<file path="src/design/i2cm_pkg.sv">
// Shared types, constants and script tables of the I2C EEPROM byte master.
`timescale 1ns / 1ps

package i2cm_pkg;

  typedef enum logic [2:0] {
    OP_TICK      = 3'd0,
    OP_WRITE     = 3'd1,
    OP_READ      = 3'd2,
    OP_INVERT    = 3'd3,
    OP_BUS_RESET = 3'd4
  } op_t;

  // Bus primitives that make up a script.
  typedef enum logic [3:0] {
    PR_END   = 4'd0,
    PR_START = 4'd1,
    PR_B8    = 4'd2,
    PR_B9    = 4'd3,
    PR_ACK   = 4'd4,
    PR_READ  = 4'd5,
    PR_NACK  = 4'd6,
    PR_STOP  = 4'd7,
    PR_LOWQ  = 4'd8
  } prim_t;

  // Source of the shift register load at the start of a primitive.
  typedef enum logic [3:0] {
    SEL_NONE = 4'd0,
    SEL_CW   = 4'd1,
    SEL_CR   = 4'd2,
    SEL_AL   = 4'd3,
    SEL_DATA = 4'd4,
    SEL_ER   = 4'd5,
    SEL_EW   = 4'd6,
    SEL_INV  = 4'd7,
    SEL_ONES = 4'd8
  } sel_t;

  // How SDA is driven in a quarter-bit slot.
  typedef enum logic [1:0] {
    SDA_LOW  = 2'd0,
    SDA_REL  = 2'd1,
    SDA_KEEP = 2'd2,
    SDA_BIT  = 2'd3
  } sda_code_t;

  typedef struct packed {
    prim_t prim;
    sel_t  sel;
  } entry_t;

  typedef struct packed {
    logic      scl;
    sda_code_t code;
  } lv_t;

  // One result per tick.
  typedef struct packed {
    logic       scl;
    logic       sda;
    logic       busy;
    logic       done;
    logic [7:0] data;
  } res_t;

  localparam logic [7:0] CTRL_WRITE  = 8'hA0;
  localparam logic [7:0] CTRL_READ   = 8'hA1;
  localparam logic [7:0] EXP_WRITE   = 8'h70;
  localparam logic [7:0] EXP_READ    = 8'h71;
  localparam logic [8:0] NINE_ONES   = 9'h1FF;
  localparam logic [15:0] QBT_RESET  = 16'd4;

  function automatic entry_t script_entry(input op_t op, input logic [3:0] ph);
    entry_t e;
    e = '{prim: PR_END, sel: SEL_NONE};
    case (op)
      OP_WRITE: begin
        case (ph)
          4'd0: e = '{prim: PR_START, sel: SEL_NONE};
          4'd1: e = '{prim: PR_B8,    sel: SEL_CW};
          4'd2: e = '{prim: PR_ACK,   sel: SEL_NONE};
          4'd3: e = '{prim: PR_B8,    sel: SEL_AL};
          4'd4: e = '{prim: PR_ACK,   sel: SEL_NONE};
          4'd5: e = '{prim: PR_B8,    sel: SEL_DATA};
          4'd6: e = '{prim: PR_ACK,   sel: SEL_NONE};
          4'd7: e = '{prim: PR_STOP,  sel: SEL_NONE};
          default: e = '{prim: PR_END, sel: SEL_NONE};
        endcase
      end
      OP_READ: begin
        case (ph)
          4'd0:  e = '{prim: PR_START, sel: SEL_NONE};
          4'd1:  e = '{prim: PR_B8,    sel: SEL_CW};
          4'd2:  e = '{prim: PR_ACK,   sel: SEL_NONE};
          4'd3:  e = '{prim: PR_B8,    sel: SEL_AL};
          4'd4:  e = '{prim: PR_ACK,   sel: SEL_NONE};
          4'd5:  e = '{prim: PR_START, sel: SEL_NONE};
          4'd6:  e = '{prim: PR_B8,    sel: SEL_CR};
          4'd7:  e = '{prim: PR_ACK,   sel: SEL_NONE};
          4'd8:  e = '{prim: PR_READ,  sel: SEL_NONE};
          4'd9:  e = '{prim: PR_NACK,  sel: SEL_NONE};
          4'd10: e = '{prim: PR_STOP,  sel: SEL_NONE};
          default: e = '{prim: PR_END, sel: SEL_NONE};
        endcase
      end
      OP_INVERT: begin
        case (ph)
          4'd0:  e = '{prim: PR_START, sel: SEL_NONE};
          4'd1:  e = '{prim: PR_B8,    sel: SEL_ER};
          4'd2:  e = '{prim: PR_ACK,   sel: SEL_NONE};
          4'd3:  e = '{prim: PR_READ,  sel: SEL_NONE};
          4'd4:  e = '{prim: PR_NACK,  sel: SEL_NONE};
          4'd5:  e = '{prim: PR_STOP,  sel: SEL_NONE};
          4'd6:  e = '{prim: PR_START, sel: SEL_NONE};
          4'd7:  e = '{prim: PR_B8,    sel: SEL_EW};
          4'd8:  e = '{prim: PR_ACK,   sel: SEL_NONE};
          4'd9:  e = '{prim: PR_B8,    sel: SEL_INV};
          4'd10: e = '{prim: PR_ACK,   sel: SEL_NONE};
          4'd11: e = '{prim: PR_STOP,  sel: SEL_NONE};
          default: e = '{prim: PR_END, sel: SEL_NONE};
        endcase
      end
      OP_BUS_RESET: begin
        case (ph)
          4'd0: e = '{prim: PR_START, sel: SEL_NONE};
          4'd1: e = '{prim: PR_B9,    sel: SEL_ONES};
          4'd2: e = '{prim: PR_LOWQ,  sel: SEL_NONE};
          4'd3: e = '{prim: PR_START, sel: SEL_NONE};
          4'd4: e = '{prim: PR_STOP,  sel: SEL_NONE};
          default: e = '{prim: PR_END, sel: SEL_NONE};
        endcase
      end
      default: e = '{prim: PR_END, sel: SEL_NONE};
    endcase
    return e;
  endfunction

  function automatic logic [3:0] slot_total(input prim_t prim);
    logic [3:0] n;
    case (prim)
      PR_START:                   n = 4'd2;
      PR_B8, PR_B9:               n = 4'd6;
      PR_ACK:                     n = 4'd9;
      PR_READ, PR_NACK, PR_STOP:  n = 4'd4;
      default:                    n = 4'd1;
    endcase
    return n;
  endfunction

  function automatic lv_t slot_levels(input prim_t prim, input logic [3:0] s);
    lv_t lv;
    lv = '{scl: 1'b0, code: SDA_KEEP};
    case (prim)
      PR_START: begin
        if (s == 4'd0) lv = '{scl: 1'b1, code: SDA_REL};
        else           lv = '{scl: 1'b1, code: SDA_LOW};
      end
      PR_B8, PR_B9: begin
        if (s == 4'd0)      lv = '{scl: 1'b0, code: SDA_KEEP};
        else if (s == 4'd1) lv = '{scl: 1'b0, code: SDA_BIT};
        else                lv = '{scl: 1'b1, code: SDA_BIT};
      end
      PR_ACK: begin
        if (s == 4'd5 || s == 4'd6) lv = '{scl: 1'b1, code: SDA_REL};
        else                        lv = '{scl: 1'b0, code: SDA_REL};
      end
      PR_READ: begin
        if (s == 4'd2) lv = '{scl: 1'b1, code: SDA_REL};
        else           lv = '{scl: 1'b0, code: SDA_REL};
      end
      PR_NACK: begin
        if (s == 4'd0)      lv = '{scl: 1'b0, code: SDA_KEEP};
        else if (s == 4'd1) lv = '{scl: 1'b0, code: SDA_REL};
        else                lv = '{scl: 1'b1, code: SDA_REL};
      end
      PR_STOP: begin
        if (s == 4'd0)      lv = '{scl: 1'b0, code: SDA_KEEP};
        else if (s == 4'd1) lv = '{scl: 1'b0, code: SDA_LOW};
        else if (s == 4'd2) lv = '{scl: 1'b1, code: SDA_LOW};
        else                lv = '{scl: 1'b1, code: SDA_REL};
      end
      default: lv = '{scl: 1'b0, code: SDA_KEEP};
    endcase
    return lv;
  endfunction

endpackage

</file>
<file path="src/design/i2c_eeprom_byte_master.sv">
// Top level of the tick-stepped I2C EEPROM and expander byte master.
`timescale 1ns / 1ps

// Channel    Handshake             Payload
// request    in_valid / in_stall   operation, address, write_data, sda_in
// result     out_valid / out_stall scl_level, sda_level, busy_res, done_res, read_data
// config     cfg_write             cfg_data (quarter_bit_ticks)
//
// Every request is one bus time tick: the sequencer computes the new script
// position and the line levels from its state registers, and the result
// lands in an output register, so one request is accepted every clock cycle
// while in_stall is low. A two-entry result buffer lets a request be taken
// while an earlier result still waits; in_stall rises only when both entries
// are full. Synchronous reset returns the sequencer to idle with both lines
// released and quarter_bit_ticks set to four.
module i2c_eeprom_byte_master import i2cm_pkg::*; (
  input  logic        clk,
  input  logic        rst,
  input  logic        cfg_write,
  input  logic [15:0] cfg_data,
  input  logic        in_valid,
  output logic        in_stall,
  input  logic [2:0]  operation,
  input  logic [10:0] address,
  input  logic [7:0]  write_data,
  input  logic        sda_in,
  output logic        out_valid,
  input  logic        out_stall,
  output logic        scl_level,
  output logic        sda_level,
  output logic        busy_res,
  output logic        done_res,
  output logic [7:0]  read_data
);

  logic [15:0] quarter_bit_ticks;
  logic        accept;
  logic        buf_full;
  res_t        seq_res;
  res_t        out_res;

  // Only one register, so a write needs no address decode.
  always_ff @(posedge clk) begin
    if (rst) begin
      quarter_bit_ticks <= QBT_RESET;
    end else if (cfg_write) begin
      quarter_bit_ticks <= cfg_data;
    end
  end

  // The request is taken whenever the skid register is free.
  assign in_stall = buf_full;
  assign accept   = in_valid && !buf_full;

  i2cm_seq u_seq (
    .clk               (clk),
    .rst               (rst),
    .accept            (accept),
    .operation         (operation),
    .address           (address),
    .write_data        (write_data),
    .sda_in            (sda_in),
    .quarter_bit_ticks (quarter_bit_ticks),
    .res               (seq_res)
  );

  i2cm_out_buf u_out_buf (
    .clk       (clk),
    .rst       (rst),
    .push      (accept),
    .push_data (seq_res),
    .out_stall (out_stall),
    .out_valid (out_valid),
    .out_data  (out_res),
    .full      (buf_full)
  );

  assign scl_level = out_res.scl;
  assign sda_level = out_res.sda;
  assign busy_res  = out_res.busy;
  assign done_res  = out_res.done;
  assign read_data = out_res.data;

endmodule

</file>
<file path="src/design/i2cm_seq.sv">
// Bus sequencer: script state and the one-tick next-state and result logic.
`timescale 1ns / 1ps

module i2cm_seq import i2cm_pkg::*; (
  input  logic        clk,
  input  logic        rst,
  input  logic        accept,
  input  logic [2:0]  operation,
  input  logic [10:0] address,
  input  logic [7:0]  write_data,
  input  logic        sda_in,
  input  logic [15:0] quarter_bit_ticks,
  output res_t        res
);

  op_t         cur_op, cur_op_next;
  logic [3:0]  phase, phase_next;
  logic [3:0]  bit_index, bit_index_next;
  logic [3:0]  quarter_slot, quarter_slot_next;
  logic [15:0] tick_count, tick_count_next;
  logic [8:0]  shift_byte, shift_byte_next;
  logic [10:0] latched_address, latched_address_next;
  logic [7:0]  latched_data, latched_data_next;
  logic [7:0]  received_byte, received_byte_next;
  logic        line_sda, line_sda_next;

  logic        start;
  op_t         op_e;
  logic [3:0]  phase_e;
  logic [15:0] q;
  entry_t      ent, ent_after;
  lv_t         lv;
  logic [3:0]  nbits;
  logic [3:0]  sh;
  logic        sda_out;
  logic        slot_end;
  logic        repeat_prim;
  logic [3:0]  qs_inc;
  logic [3:0]  bi_inc;
  logic [3:0]  phase_inc;

  function automatic logic [8:0] load_value(input sel_t sel, input logic [10:0] addr,
                                            input logic [7:0] data, input logic [7:0] rcv,
                                            input logic [8:0] cur);
    logic [7:0] page;
    logic [8:0] v;
    page = {4'b0000, addr[10:8], 1'b0};
    case (sel)
      SEL_CW:   v = {1'b0, CTRL_WRITE | page};
      SEL_CR:   v = {1'b0, CTRL_READ | page};
      SEL_AL:   v = {1'b0, addr[7:0]};
      SEL_DATA: v = {1'b0, data};
      SEL_ER:   v = {1'b0, EXP_READ};
      SEL_EW:   v = {1'b0, EXP_WRITE};
      SEL_INV:  v = {1'b0, ~rcv};
      SEL_ONES: v = NINE_ONES;
      default:  v = cur;
    endcase
    return v;
  endfunction

  always_comb begin
    q     = (quarter_bit_ticks == 16'd0) ? 16'd1 : quarter_bit_ticks;
    start = (cur_op == OP_TICK) &&
            (operation inside {OP_WRITE, OP_READ, OP_INVERT, OP_BUS_RESET});

    // A command on an idle tick takes effect on that same tick.
    op_e                 = start ? op_t'(operation) : cur_op;
    phase_e              = start ? 4'd0 : phase;
    latched_address_next = start ? address : latched_address;
    latched_data_next    = start ? write_data : latched_data;
    bit_index_next       = start ? 4'd0 : bit_index;
    quarter_slot_next    = start ? 4'd0 : quarter_slot;
    tick_count_next      = start ? 16'd0 : tick_count;
    shift_byte_next      = shift_byte;
    received_byte_next   = received_byte;
    cur_op_next          = op_e;
    phase_next           = phase_e;
    line_sda_next        = line_sda;

    ent         = script_entry(op_e, phase_e);
    lv          = slot_levels(ent.prim, quarter_slot_next);
    nbits       = (ent.prim == PR_B9) ? 4'd9 : 4'd8;
    sh          = (bit_index_next < nbits) ? (nbits - 4'd1 - bit_index_next) : 4'd0;
    repeat_prim = (ent.prim == PR_B8) || (ent.prim == PR_B9) || (ent.prim == PR_READ);
    qs_inc      = quarter_slot_next + 4'd1;
    bi_inc      = bit_index_next + 4'd1;
    phase_inc   = phase_e + 4'd1;
    ent_after   = script_entry(op_e, phase_inc);
    slot_end    = 1'b0;
    sda_out     = 1'b1;

    res = '{scl: 1'b1, sda: 1'b1, busy: 1'b0, done: 1'b0, data: 8'd0};

    if (op_e != OP_TICK) begin
      case (lv.code)
        SDA_KEEP: sda_out = line_sda;
        SDA_BIT:  sda_out = shift_byte_next[sh];
        SDA_LOW:  sda_out = 1'b0;
        default:  sda_out = 1'b1;
      endcase
      line_sda_next = sda_out;
      res.scl  = lv.scl;
      res.sda  = sda_out;
      res.busy = 1'b1;

      // Read bits are sampled on the first tick of the SCL-high slot.
      if (ent.prim == PR_READ && quarter_slot_next == 4'd2 && tick_count_next == 16'd0) begin
        shift_byte_next = {shift_byte_next[7:0], sda_in};
      end

      if (ent.prim == PR_ACK && quarter_slot_next == 4'd4) begin
        slot_end = !sda_in;
      end else if ({1'b0, tick_count_next} + 17'd1 >= {1'b0, q}) begin
        slot_end = 1'b1;
      end else begin
        tick_count_next = tick_count_next + 16'd1;
      end

      if (slot_end) begin
        tick_count_next   = 16'd0;
        quarter_slot_next = qs_inc;
        if (qs_inc >= slot_total(ent.prim)) begin
          quarter_slot_next = 4'd0;
          if (repeat_prim) begin
            bit_index_next = bi_inc;
          end
          if (!repeat_prim || bi_inc >= nbits) begin
            if (ent.prim == PR_READ) begin
              received_byte_next = shift_byte_next[7:0];
            end
            phase_next = phase_inc;
            if (ent_after.prim == PR_END) begin
              cur_op_next    = OP_TICK;
              phase_next     = 4'd0;
              bit_index_next = 4'd0;
              line_sda_next  = 1'b1;
              res.done       = 1'b1;
            end else begin
              bit_index_next  = 4'd0;
              shift_byte_next = load_value(ent_after.sel, latched_address_next,
                                           latched_data_next, received_byte_next,
                                           shift_byte_next);
            end
          end
        end
      end
    end else begin
      line_sda_next = 1'b1;
    end

    res.data = received_byte_next;
  end

  always_ff @(posedge clk) begin
    if (rst) begin
      cur_op          <= OP_TICK;
      phase           <= 4'd0;
      bit_index       <= 4'd0;
      quarter_slot    <= 4'd0;
      tick_count      <= 16'd0;
      shift_byte      <= 9'd0;
      latched_address <= 11'd0;
      latched_data    <= 8'd0;
      received_byte   <= 8'd0;
      line_sda        <= 1'b1;
    end else if (accept) begin
      cur_op          <= cur_op_next;
      phase           <= phase_next;
      bit_index       <= bit_index_next;
      quarter_slot    <= quarter_slot_next;
      tick_count      <= tick_count_next;
      shift_byte      <= shift_byte_next;
      latched_address <= latched_address_next;
      latched_data    <= latched_data_next;
      received_byte   <= received_byte_next;
      line_sda        <= line_sda_next;
    end
  end

  // Idle means the whole script position is back at its origin.
  a_idle_clean: assert property (@(posedge clk) disable iff (rst)
    (cur_op == OP_TICK) |-> (phase == 4'd0 && bit_index == 4'd0 &&
                             tick_count == 16'd0 && quarter_slot == 4'd0))
    else $error("idle sequencer holds a stale script position");

  a_slot_range: assert property (@(posedge clk) disable iff (rst)
    quarter_slot < 4'd9)
    else $error("quarter slot beyond the longest primitive");

  a_done_idles: assert property (@(posedge clk) disable iff (rst)
    (accept && res.done) |=> (cur_op == OP_TICK))
    else $error("operation finished but sequencer did not return to idle");

endmodule

</file>
<file path="src/design/i2cm_out_buf.sv">
// Two-entry result buffer: output register plus skid register.
`timescale 1ns / 1ps

module i2cm_out_buf import i2cm_pkg::*; (
  input  logic clk,
  input  logic rst,
  input  logic push,
  input  res_t push_data,
  input  logic out_stall,
  output logic out_valid,
  output res_t out_data,
  output logic full
);

  logic pop;
  res_t skid_data;

  assign pop = out_valid && !out_stall;

  always_ff @(posedge clk) begin
    if (rst) begin
      out_valid <= 1'b0;
      full      <= 1'b0;
    end else begin
      if (pop) begin
        if (full) begin
          full      <= 1'b0;
          out_valid <= 1'b1;
        end else begin
          out_valid <= push;
        end
      end else if (push) begin
        if (!out_valid) begin
          out_valid <= 1'b1;
        end else begin
          full <= 1'b1;
        end
      end
    end
  end

  always_ff @(posedge clk) begin
    if (pop) begin
      if (full) begin
        out_data <= skid_data;
      end else if (push) begin
        out_data <= push_data;
      end
    end else if (push) begin
      if (!out_valid) begin
        out_data <= push_data;
      end else begin
        skid_data <= push_data;
      end
    end
  end

  a_skid_behind_out: assert property (@(posedge clk) disable iff (rst)
    full |-> out_valid)
    else $error("skid register holds a result while the output register is empty");

  a_stalled_result_held: assert property (@(posedge clk) disable iff (rst)
    (out_valid && out_stall) |=> (out_valid && $stable(out_data)))
    else $error("stalled result changed or was dropped");

  a_drained_goes_empty: assert property (@(posedge clk) disable iff (rst)
    (pop && !full && !push) |=> !out_valid)
    else $error("output register still valid after its last result left");

endmodule

</file>
<file path="config.mk">
export PLATFORM = sky130hd
export DESIGN_NAME = i2c_eeprom_byte_master
export DESIGN_NICKNAME = d
export VERILOG_FILES = /design/src/design/i2cm_pkg.sv /design/src/design/i2c_eeprom_byte_master.sv /design/src/design/i2cm_seq.sv /design/src/design/i2cm_out_buf.sv
export SDC_FILE = /design/constraint.sdc
export NUM_CORES = 1
export LEC_CHECK = 0
export ABC_AREA = 1
export BUFFER_PORTS_ARGS = -buffer_cell sky130_fd_sc_hd__buf_2
export CAP_MARGIN = 20
export CORE_MARGIN = 5
export CORE_UTILIZATION = 50
export DETAILED_ROUTE_END_ITERATION = 12
export PLACE_DENSITY = 0.78
export SYNTH_ARGS = -nofsm -noshare
export SYNTH_HDL_FRONTEND = slang
export SYNTH_HIERARCHICAL = 1
export SYNTH_SLANG_ARGS = --single-unit
</file>
<file path="constraint.sdc">
create_clock -name clk -period 4.6 [get_ports clk]
set_clock_uncertainty 0.2 [all_clocks]
set_input_delay 0.46 -clock clk [delete_from_list [all_inputs] [get_ports clk]]
set_output_delay 0.46 -clock clk [all_outputs]
set_load 0.05 [all_outputs]
</file>
## After elaboration in Yosys (flattened, before gate mapping)

Memory sizes are Yosys's and may differ from the RTL's.
Index checks and enable logic that the tools add are counted.

- Output and inout bits: 14
- Memory bits (writable): 0
- Bits in registers: 110
- Bits of input ports: 44
- Memories kept: 6
- ROM bits: 448
- Latch bits: 0

- $add $sub $neg: 7
- $lt $le $gt $ge: 5
- Div/mod/pow operators: 0
- Reductions and logical operators: 35
- Shifts and indexed selects: 0
- $mul: 0
- Bitwise gates (word level): 2
- Equal/unequal tests: 39
- Muxes and demuxes: 91

Memories:

| name | words | width | rd ports | clocked after memory_dff | write ports | RTL line | text |
|---|---|---|---|---|---|---|---|
| (no name shown) | 16 | 6 | 1 | 0 | 0 | i2cm_pkg.sv:108 | `case (ph)` |
| (no name shown) | 16 | 6 | 1 | 0 | 0 | i2cm_pkg.sv:108 |  |
| (no name shown) | 16 | 5 | 1 | 0 | 0 | i2cm_pkg.sv:92 | `case (ph)` |
| (no name shown) | 16 | 5 | 1 | 0 | 0 | i2cm_pkg.sv:92 |  |
| (no name shown) | 8 | 6 | 1 | 0 | 0 | i2cm_pkg.sv:79 | `case (ph)` |
| (no name shown) | 8 | 6 | 1 | 0 | 0 | i2cm_pkg.sv:79 |  |

Operators with widths:

| operator | number |
|---|---|
| case mux 8 bit (4 select lines) | 4 |
| two-way mux 16 bit | 6 |
| two-way mux 8 bit | 12 |
| two-way mux 4 bit | 20 |
| case mux 9 bit (8 select lines) | 1 |
| two-way mux 12 bit | 5 |
| == test 4 x 3 -> 1 bit, second input constant | 13 |
| two-way mux 9 bit | 5 |
| two-way mux 3 bit | 14 |
| == test 4 x 2 -> 1 bit, second input constant | 9 |
| zero test 16 bit | 2 |
| == test 4 x 1 -> 1 bit, second input constant | 5 |
| two-way mux 1 bit | 19 |
| case mux 3 bit (6 select lines) | 1 |
| adder 16 x 1 -> 17 bit, second input constant | 1 |
| greater-or-equal comparator 17 x 16 -> 1 bit | 1 |
| adder 16 x 1 -> 16 bit, second input constant | 1 |
| zero test 4 bit | 4 |
| case mux 4 bit (4 select lines) | 1 |
| adder 4 x 1 -> 4 bit, second input constant | 3 |
| == test 3 x 2 -> 1 bit, second input constant | 4 |
| two-way mux 11 bit | 1 |
| greater-or-equal comparator 4 bit | 2 |
| inverter 8 bit | 1 |
| other kinds (24) | 44 |

## Longest topological paths before layout

Gate-level depths: netlist of run 1.

- Word-level depth: 25
- Gate-level depth with buffers: 38
- Depth with buffers taken out: 34

## By module

The synthesis of run 1 kept the hierarchy.

By module, submodules not included:

| module | instances | area an instance (sq um) | sequential area each (sq um) | cells an instance |
|---|---|---|---|---|
| i2cm_seq | 1 | 6,566.3 | 1,361.3 | 1,085 |
| i2cm_out_buf | 1 | 1,048.5 | 760.7 | 75 |
| i2c_eeprom_byte_master | 1 | 675.6 | 320.3 | 102 |

## Worst setup path before layout of run 1

No wires, ideal clock.

- Kind: input port to flip-flop
- From: in operation[0]
- To: reg u_out_buf/out_data[0] in the netlist's numbering, data pin
- Library setup time: 0.254 ns
- Cell stages on the path: 36
- Required time: 4.146 ns
- Buffers on the path: 4
- Arrival time: 4.260 ns
- Path slack: -0.114 ns
- Cells stage by stage: nor2_2 nand2_2 nand3_4 buf_8 buf_6 inv_2 clkbuf_1 nor2_1 ha_1 nand3_2 nor2_2 nand2_1 nor3_1 xor2_1 inv_1 ha_1 a21oi_1 o21a_1 nand3_1 nand2_1 nand2_1 nand2_1 nand2_1 a21oi_1 nand2_1 inv_2 nand2_4 nand3_4 nor2_4 nand2_4 inv_2 buf_6 nand2_1 nand2_1 nand2_1 o21ai_2

RTL lines:

| what | RTL line | text |
|---|---|---|
| from (decl) | i2c_eeprom_byte_master.sv:23 | `input logic [2:0] operation,` |
| to (signal assigned) | i2cm_out_buf.sv:45 | `out_data <= skid_data;` |
| to (signal assigned) | i2cm_out_buf.sv:47 | `out_data <= push_data;` |
| to (signal assigned) | i2cm_out_buf.sv:51 | `out_data <= push_data;` |
| to (decl) | i2cm_out_buf.sv:11 | `output res_t out_data,` |

==> summary.txt, run 1 <==
outcome: completed
commonest non-fill, non-tap cells in the layout: nand2_1, inv_1, nor2_1
Buffers on Ports: 57
FF+latch count, synth: 110
final hold viol count: 0
Max transition margin: 0.5684
final core utilization: 0.5796
grt ovf: 0
vias in the first global route: 7575
Iter 0 DRT Violations: 753
Worst Slack Setup Final: 249.5 ps
commonest non-fill, non-tap cell in the layout: nand2_1
Worst VDD drop: 0.2190 mV
clock root buffer master: clkbuf_16
crit-path max FO: 6
TNS Setup: 0 ps
Sink Count: 110
Chip Width: 138.8 um
H-tree depth: 3
top cell type's share of synthesized area: 0.2077
synthesized area per cell: 6.569 um^2
fin nets: 1432
RSZ-0062 raised after global routing: true
Clk Latency, worst-skew pair: 370 ps
Worst EP arrival: 4270 ps
Vias: 8291
core area: 0.01641 mm^2
Die Area: 0.01926 mm^2
hold buffer count at CTS: 0
Tot GR Track Use: 0.2206
power per cell area: 303.5 mW/mm^2
largest area contributor in the netlist: dfxtp_1
Synth Warn #: 6
Post-Syn Area: 0.008290 mm^2
GPL Wtd Cong: 0.9522
share of cells above drive strength 1: 0.1752
initial antenna violation count: 0
first-pass GRT wire length: 36.00 mm
Unique masters post-synth: 51
kind of critical path: register to register
most frequent CP cell: nand2_1
post-DP HPWL: 15.98 mm
synthesis-to-finish area growth: 14.70%
Ports: 58
CP startpoint kind: register
CTS buffer count: 9
CP Capture Type: register
total power draw: 0.002886 W
FF+latch area: 0.002445 mm^2
largest net degree at the start of global routing: 56
drt pass-1 iters: 5
Synth Instances: 1262
# rows: 47
worst min path class: input pin to register
Synth area leaders: dfxtp_1, nand2_1, edfxtp_1
asr flop ratio synth: 0
drt wl/cell: 14.11 um
Initial Util: 0.5053
Worst Max-Slew Pin Slew: 640.7 ps
Clk pin slew, worst setup/hold paths: 90 ps
multi-input logic area: 0.004971 mm^2
WP data required: 4520 ps
min Tclk post-route: 4351 ps
Pins Over Slew Limit: 0
CTS tree: yes
fin crit share: 0.9458
DR DRC count: 0
Fillers: 1562
maxcap violations: 0
endpoints failing setup: 0
FMAX: 0.2299 GHz
Detailed Route WL: 22.20 mm
syn nets: 1346
LEAKAGE: 4.726 nW
DIE HEIGHT: 138.8 um
Seq/Total Area, Yosys: 0.2946
via/cell ratio: 5.271
Max clock buf depth: 2
# diodes: 0
most used flip-flop cell after synthesis: dfxtp_1
Antenna Nets Post-Route: 0
Crit path largest cell delay: 330 ps
slowest CP cell: dfxtp_2
Post-synth EDFFs: 24
pre-CTS WS: -226.0 ps
[Yosys cell counts, types with 5 or more instances]
cell      number
xor2_1        11
nor2_1       123
o21ai_2       13
o22ai_1        6
o21ai_1       10
nor2_2        12
o21ai_0       68
ha_1          40
nand3_1       97
inv_2         14
nand2_1      331
nor4_1         5
edfxtp_1      24
o211ai_1      21
inv_1        185
a21oi_1       73
dfxtp_1       86
xnor2_1        5
mux2i_1       11
nand4_1       18
clkbuf_1      21
a31oi_1        6
nand2_2       12
nor2_4         9
buf_6         10
nand2_4        5
[registers in the layout (all words and copies together), names as in the netlist, 8 cells and up]
| register | count |
|---|---|
| u_seq/latched_address | 11 |
| u_seq/latched_data | 8 |
| u_seq/tick_count | 16 |
| quarter_bit_ticks | 16 |
| u_seq/shift_byte | 9 |
| u_out_buf/skid_data | 12 |
| u_seq/received_byte | 8 |
| u_out_buf/out_data | 12 |
[cell type report]
type	count	area share
clock buffer	9	0.02368
clock inverter	7	0.009342
inverter	201	0.07987
multi-input combinational	912	0.5228
sequential	110	0.2571
tap	220	0.02895
timing repair buffer	114	0.07829
[worst max-delay path, delay by kind of cell, from the launching register on]
kind / cells / cell delay, ps
AND/OR/NAND/NOR: 20 / 2160
buffers and inverters: 7 / 730
adder cells (fa/ha/maj): 2 / 490
flip-flops: 1 / 330
AO/OA/AOI/OAI: 3 / 210
[metal layers]
layer / vias to the layer above / GRT usage / wire (um)
met5: - / 0 / 0
met3: 30 / 0.03759 / 1453
met2: 254 / 0.3713 / 10380
met1: 3752 / 0.2912 / 9970
li1: 4255 / - / -
met4: 0 / 0.06643 / 392
[metrics by stage]
step | cells | cell area (um^2) | hold slack, ps
after floorplan | 1262 | 8304 | 241.2
after global placement | 1544 | 8976 | 252.3
after detailed placement | 1545 | 8987 | 255.9
after CTS | 1561 | 9301 | 96.75
after global routing | 1573 | 9509 | 123.9
final | 1573 | 9509 | 108.9
[power by group]
| group | switching [W] | internal, W |
|---|---|---|
| clock network | 0.000434 | 0.000397 |
| logic | 0.000640 | 0.000318 |
| registers | 0.0000362 | 0.00106 |
| total | 0.00111 | 0.00178 |
[cell families after synthesis]
logic type | after synthesis | share of synthesized area
flops | 110 | 0.2946
mux | 11 | 0.01328
buf+inv | 241 | 0.1207
fa+ha+maj | 40 | 0.06037
compound gates | 213 | 0.1485
simple gates | 631 | 0.3456
xor+xnor | 16 | 0.01690
[worst paths after layout]
kind / start / endpoint / slack [ps] / cells past startpoint
max: u_seq/cur_op[0] / u_out_buf/out_data[1] / 250 / 32
max reg2reg: u_seq/cur_op[0] / u_out_buf/out_data[1] / 250 / 32
min reg2reg: u_seq/tick_count[14] / u_seq/tick_count[14] / 270 / 2
min: cfg_data[2] / quarter_bit_ticks[2] / 110 / 3
[timing repair]
| item | in CTS | in global routing |
|---|---|---|
| setup buffers | 0 | 10 |
| gates resized for setup | 0 | 40 |
| hold endpoints to repair | 0 | 0 |
| endpoints found under the setup margin | 0 | 63 |
No activity file was read; power rests on OpenSTA's default activity.
==> inputs of run 2 (changes only) <==
--- a/config.mk
+++ b/config.mk
@@ -5,9 +5,10 @@
 export SDC_FILE = /design/constraint.sdc
 export NUM_CORES = 1
 export LEC_CHECK = 0
-export ABC_AREA = 1
+export ABC_AREA = 0
 export BUFFER_PORTS_ARGS = -buffer_cell sky130_fd_sc_hd__buf_2
 export CAP_MARGIN = 20
+export CORE_ASPECT_RATIO = 1.5
 export CORE_MARGIN = 5
 export CORE_UTILIZATION = 50
 export DETAILED_ROUTE_END_ITERATION = 12
==> run 2 against run 1 <==
  * The run now ends with negative setup slack left
  * Cell count fell by 14%
  * Clock-buffer cell count rose by 1
  * Combinational power fell by 21%
  * Critical path depth fell by 7
  * Register-to-register slack got worse by 660 ps
  * Non-clock buffer count rose by 126
  * Via count rose by 4.4%
  * Global-route usage rose by 5.8 points
  * Wire length rose by 26%
  * Sequential share of layout area fell by 2.5 points
  * Largest cell class unchanged
  * Highest routed layer unchanged
==> summary.txt, run 2 <==
FMAX: 0.1995 GHz
Buffers on Ports: 57
Pins Over Slew Limit: 0
Synth top cells by count: nand2_1, nor2_1, dfxtp_1, a21oi_1, mux2i_1
top flop regs: quarter_bit_ticks x16, u_seq/tick_count x16
share of cells above drive strength 1: 0.3400
outcome: complete, but fails checks
RSZ-0062 raised after global routing: true
Sequential Power Share: 0.400
hold buffer count at CTS: 0
commonest non-fill, non-tap cells in the layout: buf_4, nand2_1, dfxtp_1
DIE HEIGHT: 162.8 um
switching part of the total: 0.3340
Clk pin slew, worst setup/hold paths: 80 ps
Clk Latency, worst-skew pair: 370 ps
vias in the first global route: 8235
drt wl/cell: 20.74 um
FF+latch count, synth: 110
synthesized area per cell: 8.174 um^2
Die Area: 0.01821 mm^2
Comb pwr share: 0.287
drt pass-1 iters: 5
CTS buffer count: 9
Iter 0 DRT Violations: 909
H-tree depth: 3
FF+latch area: 0.002447 mm^2
Sink Count: 110
maxcap violations: 0
Ports: 58
Antenna Nets Post-Route: 0
clock root buffer master: clkbuf_16
Synth Warn #: 6
most used flip-flop cell after synthesis: dfxtp_1
hold path endpoint: quarter_bit_ticks[2]
Tot GR Track Use: 0.2790
WP data required: 4640 ps
Reg2Reg Setup Slack: -410 ps
# diodes: 0
Chip Width: 111.9 um
Seq/Total Area, Yosys: 0.3139
commonest non-fill, non-tap cell in the layout: buf_4
CP Capture Type: register
cell with the most instances after synthesis: nand2_1
synthesis-to-finish area growth: 35.49%
first-pass GRT wire length: 41.19 mm
Post-synth EDFFs: 24
CP startpoint kind: register
crit-path max FO: 6
multi-input logic area: 0.005604 mm^2
Post-Syn Area: 0.007781 mm^2
initial antenna violation count: 0
Hold Crit Start: cfg_data[2]
clock power share: 0.314
asr flop ratio synth: 0
DR DRC count: 0
failing checks: negative setup slack
top cell type's share of synthesized area: 0.2213
core area: 0.01548 mm^2
fin crit share: 1.090
Synth area leaders: dfxtp_1, edfxtp_1, ha_1
min Tclk post-route: 5013 ps
largest net degree at the start of global routing: 48
TNS Setup: -12130 ps
Max transition margin: 0.3143
Unique masters post-synth: 84
total power draw: 0.002634 W
syn nets: 1036
Synth Instances: 952
Worst VDD drop: 0.2227 mV
final hold viol count: 0
LEAKAGE: 4.355 nW
largest area contributor in the netlist: dfxtp_1
reg2reg path depth: 25
power per cell area: 249.8 mW/mm^2
Worst Slack Setup Final: -412.6 ps
Max clock buf depth: 2
CTS tree: yes
Worst Max-Slew Pin Slew: 1028 ps
via/cell ratio: 6.398
kind of critical path: register to register
Switch Pwr: 0.0008798 W
final hold slack: 103.9 ps
Worst EP arrival: 5050 ps
Fillers: 1167
Cells on Worst Hold Path: 2
Detailed Route WL: 28.07 mm
GPL Wtd Cong: 1.011
reg2reg end: u_seq/quarter_slot[3]
internal power: 0.001754 W
endpoints failing setup: 61
worst min path class: input pin to register
worst r2r src: u_seq/cur_op[1]
# rows: 56
Vias: 8657
Initial Util: 0.5025
fin nets: 1229
grt ovf: 0
post-DP HPWL: 19.33 mm
run 2: changes by cell type in the layout (fill, tap and decap cells not counted), moves of 35 or more:
cell     change
nand3_1     -60
buf_4      +114
inv_1      -143
nor2_1      -39
mux2i_1     +35
nand2_1    -206
run 2: metrics by stage:
step / setup slack, ps / util / instances / area (um^2)
2_1_floorplan: -1251 / - / 952 / 8023
3_3_place_gp: -1083 / 0.6004 / 1305 / 9296
3_5_place_dp: -1172 / 0.6004 / 1305 / 9296
4_1_cts: -226.9 / 0.6362 / 1331 / 9852
5_1_grt: -564.3 / 0.6808 / 1353 / 10540
6_report: -412.6 / 0.6808 / 1353 / 10540
run 2: power groups by stage:
| stage | clock network [W] | logic [W] | registers, W |
|---|---|---|---|
| 3_5_place_dp | 0 | 0.000636 | 0.00107 |
| 2_1_floorplan | 0 | 0.000391 | 0.00110 |
| 3_3_place_gp | 0 | 0.000628 | 0.00107 |
| 6_report | 0.000826 | 0.000755 | 0.00105 |
| 5_1_grt | 0.000871 | 0.000801 | 0.00106 |
| 4_1_cts | 0.000827 | 0.000662 | 0.00105 |
run 2: cell families after synthesis:
kind of cell	after synthesis	synth area share
buffers and inverters	100	0.05628
and+or+nand+nor	354	0.2214
xor gates and xnor gates	18	0.02026
muxes	70	0.09857
AOI/OAI and AO/OA	260	0.2253
adders and majority gates	40	0.06432
DFF	110	0.3139
run 2: critical path, stage by stage (launching register included):
cell and delay, ps:
dfxtp_4 380, nor3_4 250, nand3_4 190, buf_6 180, nand2_4 60, inv_4 40, ha_4 150, nand3_4 60
buf_4 120, nor2_1 30, nand3_1 130, xor2_1 170, nor2_1 70, ha_1 330, nand4_1 170, nor2_1 230
a2111oi_4 90, nor3_2 160, a311oi_2 90, buf_4 180, o41a_1 150, buf_4 160, buf_6 120, o31ai_1 650
a21oi_1 230, a22o_1 290
run 2: worst max-delay path by stage:
stage	from	to	slack [ps]
CTS	operation[2]	u_out_buf/out_data[1]	-230
floorplan	operation[1]	u_out_buf/out_data[0]	-1250
global route	u_seq/cur_op[1]	u_out_buf/out_data[10]	-560
detailed placement	operation[1]	u_seq/shift_byte[8]	-1170
global placement	operation[1]	u_out_buf/out_data[0]	-1080
finish	u_seq/cur_op[1]	u_seq/quarter_slot[3]	-410
run 2: timing repair:
| item | 4_1_cts | 5_1_grt |
|---|---|---|
| buffers inserted | 13 | 26 |
| endpoints found under the hold margin | 0 | 0 |
| setup endpoints to repair | 69 | 66 |
| cloned | 0 | 1 |
| gates resized for setup | 38 | 110 |
| pin swaps | 19 | 41 |
run 2: metal layers:
metal,global-route usage,up-vias,share of wire
li1,-,3890,-
met2,0.4902,536,0.50
met3,0.04907,188,0.074
met4,0.2070,0,0.079
met5,0,-,0
met1,0.2966,4043,0.35
run 2: cell type report:
type | instances | share of cell area
Timing Repair Buffer | 240 | 0.1682
Tap cell | 203 | 0.02409
Inverter | 42 | 0.01555
Multi-Input combinational cell | 742 | 0.5316
Clock buffer | 10 | 0.02172
Clock inverter | 6 | 0.006765
Sequential cell | 110 | 0.2321
==> inputs of run 3 (changes only) <==
--- a/config.mk
+++ b/config.mk
@@ -10,9 +10,9 @@
 export CAP_MARGIN = 20
 export CORE_ASPECT_RATIO = 1.5
 export CORE_MARGIN = 5
-export CORE_UTILIZATION = 50
+export CORE_UTILIZATION = 30
 export DETAILED_ROUTE_END_ITERATION = 12
-export PLACE_DENSITY = 0.78
+export PLACE_DENSITY = 0.54
 export SYNTH_ARGS = -nofsm -noshare
 export SYNTH_HDL_FRONTEND = slang
 export SYNTH_HIERARCHICAL = 1
==> run 3 against run 2 <==
  * Worst setup slack improved by 300 ps
  * First-iteration DRC count down 47%
  * Core utilization decreased by 26 points
  * Combinational power up 4.1%
  * Sequential share of layout area down 0.35 points
  * Largest power group unchanged
  * Largest cell class unchanged
  * The flow still finishes with violations (negative setup slack)
  * Cell area up 1.6%
  * Clock-buffer cell count is 1 lower
  * Clock power is essentially flat
  * Wire length is 5.8% lower
  * Global-route usage shrank 10 points
  * Fmax rose by 6.4%
  * Die area is 61% higher
==> summary.txt, run 3 (synthesis gave the netlist of run 2 again) <==
Layout Cells excl Fill: 1501
CP Capture Type: register
Initial Util: 0.3031
Chip Width: 141.5 um
FMAX: 0.2124 GHz
Clk pin slew, worst setup/hold paths: 80 ps
share of cells above drive strength 1: 0.3356
outcome: complete, but fails checks
Worst VDD drop: 0.1653 mV
Sequential Power Share: 0.395
# rows: 72
Worst Max-Slew Pin Slew: 975.8 ps
Detailed Route WL: 26.45 mm
WP data required: 4530 ps
synthesis-to-finish area growth: 37.64%
placed cell count: 1452
worst min path class: input pin to register
final hold viol count: 0
Ports: 58
Sink Count: 110
vias in the first global route: 8079
power per cell area: 248.8 mW/mm^2
met1 wire length: 9.969 mm
min Tclk post-route: 4709 ps
core area: 0.02567 mm^2
drt wl/cell: 17.62 um
fin crit share: 1.024
Iter 0 DRT Violations: 482
Clk Latency, worst-skew pair: 370 ps
drt pass-1 iters: 5
commonest non-fill, non-tap cells in the layout: buf_4, nand2_1, dfxtp_1
Vias: 8046
FF+latch area: 0.002449 mm^2
grt ovf: 0
hold buffer count at CTS: 0
crit-path max FO: 8
pre-CTS WS: -956.3 ps
DIE HEIGHT: 207.2 um
clock power share: 0.310
Die Area: 0.02932 mm^2
CTS buffer count: 9
Antenna Nets Post-Route: 0
RSZ-0062 raised after global routing: true
post-DP HPWL: 20.33 mm
Buffers on Ports: 57
Worst EP arrival: 4640 ps
final hold slack: 99.28 ps
H-tree depth: 3
Fillers: 2565
failing checks: negative setup slack
GPL Wtd Cong: 0.8939
clock root buffer master: clkbuf_16
LEAKAGE: 4.399 nW
Max transition margin: 0.3445
CP startpoint kind: input pin
Worst Slack Setup Final: -109.1 ps
Pins Over Slew Limit: 0
internal power: 0.001749 W
Max clock buf depth: 2
top flop regs: quarter_bit_ticks x16, u_seq/tick_count x16
first-pass GRT wire length: 42.08 mm
uppermost layer routed: met4
endpoints failing setup: 9
Met2 Wirelength: 14.14 mm
TNS Setup: -936.7 ps
switching part of the total: 0.3437
maxcap violations: 0
met3 WL: 1.163 mm
initial antenna violation count: 0
fin nets: 1247
kind of critical path: input pin to register
CTS tree: yes
DR DRC count: 0
total power draw: 0.002665 W
Switch Pwr: 0.0009161 W
Tot GR Track Use: 0.1769
Comb pwr share: 0.295
largest net degree at the start of global routing: 39
# diodes: 0
commonest non-fill, non-tap cell in the layout: buf_4
via/cell ratio: 5.360
multi-input logic area: 0.005433 mm^2
run 3: cell type report:
class	count	area share
Clock inverter	7	0.008528
Tap cell	333	0.03890
Inverter	42	0.01519
Multi-Input combinational cell	742	0.5072
Sequential cell	110	0.2286
Clock buffer	9	0.02103
Timing Repair Buffer	258	0.1805
run 3: final timing paths:
kind / start / endpoint / slack, ps / cells past startpoint
worst min-delay path: cfg_data[2] / quarter_bit_ticks[2] / 100 / 2
worst min register to register: u_seq/latched_address[5] / u_seq/latched_address[5] / 260 / 2
worst max-delay path: operation[2] / u_out_buf/out_data[0] / -110 / 25
worst max register to register: u_seq/cur_op[2] / u_out_buf/out_data[10] / -100 / 20
run 3: what timing repair did:
action | 4_1_cts | 5_1_grt
endpoints found under the hold margin | 0 | 0
pin swaps | 20 | 30
gates cloned | 0 | 1
setup endpoints to repair | 67 | 64
resized for setup | 33 | 75
buffers inserted | 8 | 40
run 3: worst max-delay path, cell delays in order:
cell	delay, ps
buf_6	90
or3_4	400
nand3_4	130
buf_12	140
nand2_4	60
inv_4	60
ha_4	140
nand3_4	100
nor3_4	190
nand2b_1	130
nor2_2	150
xnor2_1	150
ha_1	290
a211oi_2	250
o21ai_2	110
a2111oi_2	250
nor3_2	100
a311oi_2	260
o41a_1	270
nor3_4	60
nand2_4	90
nor3_4	40
buf_12	140
mux2_4	300
mux2_4	250
run 3: power groups by stage:
| stage | clock network, W | logic, W | registers, W |
|---|---|---|---|
| 2_1_floorplan | 0 | 0.000391 | 0.00110 |
| 3_3_place_gp | 0 | 0.000678 | 0.00107 |
| 3_5_place_dp | 0 | 0.000680 | 0.00107 |
| 4_1_cts | 0.000849 | 0.000702 | 0.00105 |
| 5_1_grt | 0.000891 | 0.000844 | 0.00106 |
| 6_report | 0.000827 | 0.000786 | 0.00105 |
run 3: metrics by stage:
stage	utilization	cell area, um^2
floorplan	-	8023
global placement	0.3741	9604
detailed placement	0.3744	9612
CTS	0.3947	10130
global route	0.4172	10710
finish	0.4172	10710
run 3: metal layers:
| layer | track usage | up-vias |
|---|---|---|
| li1 | - | 3921 |
| met1 | 0.1971 | 3799 |
| met2 | 0.3311 | 248 |
| met3 | 0.01913 | 78 |
| met4 | 0.08113 | 0 |
| met5 | 0 | - |
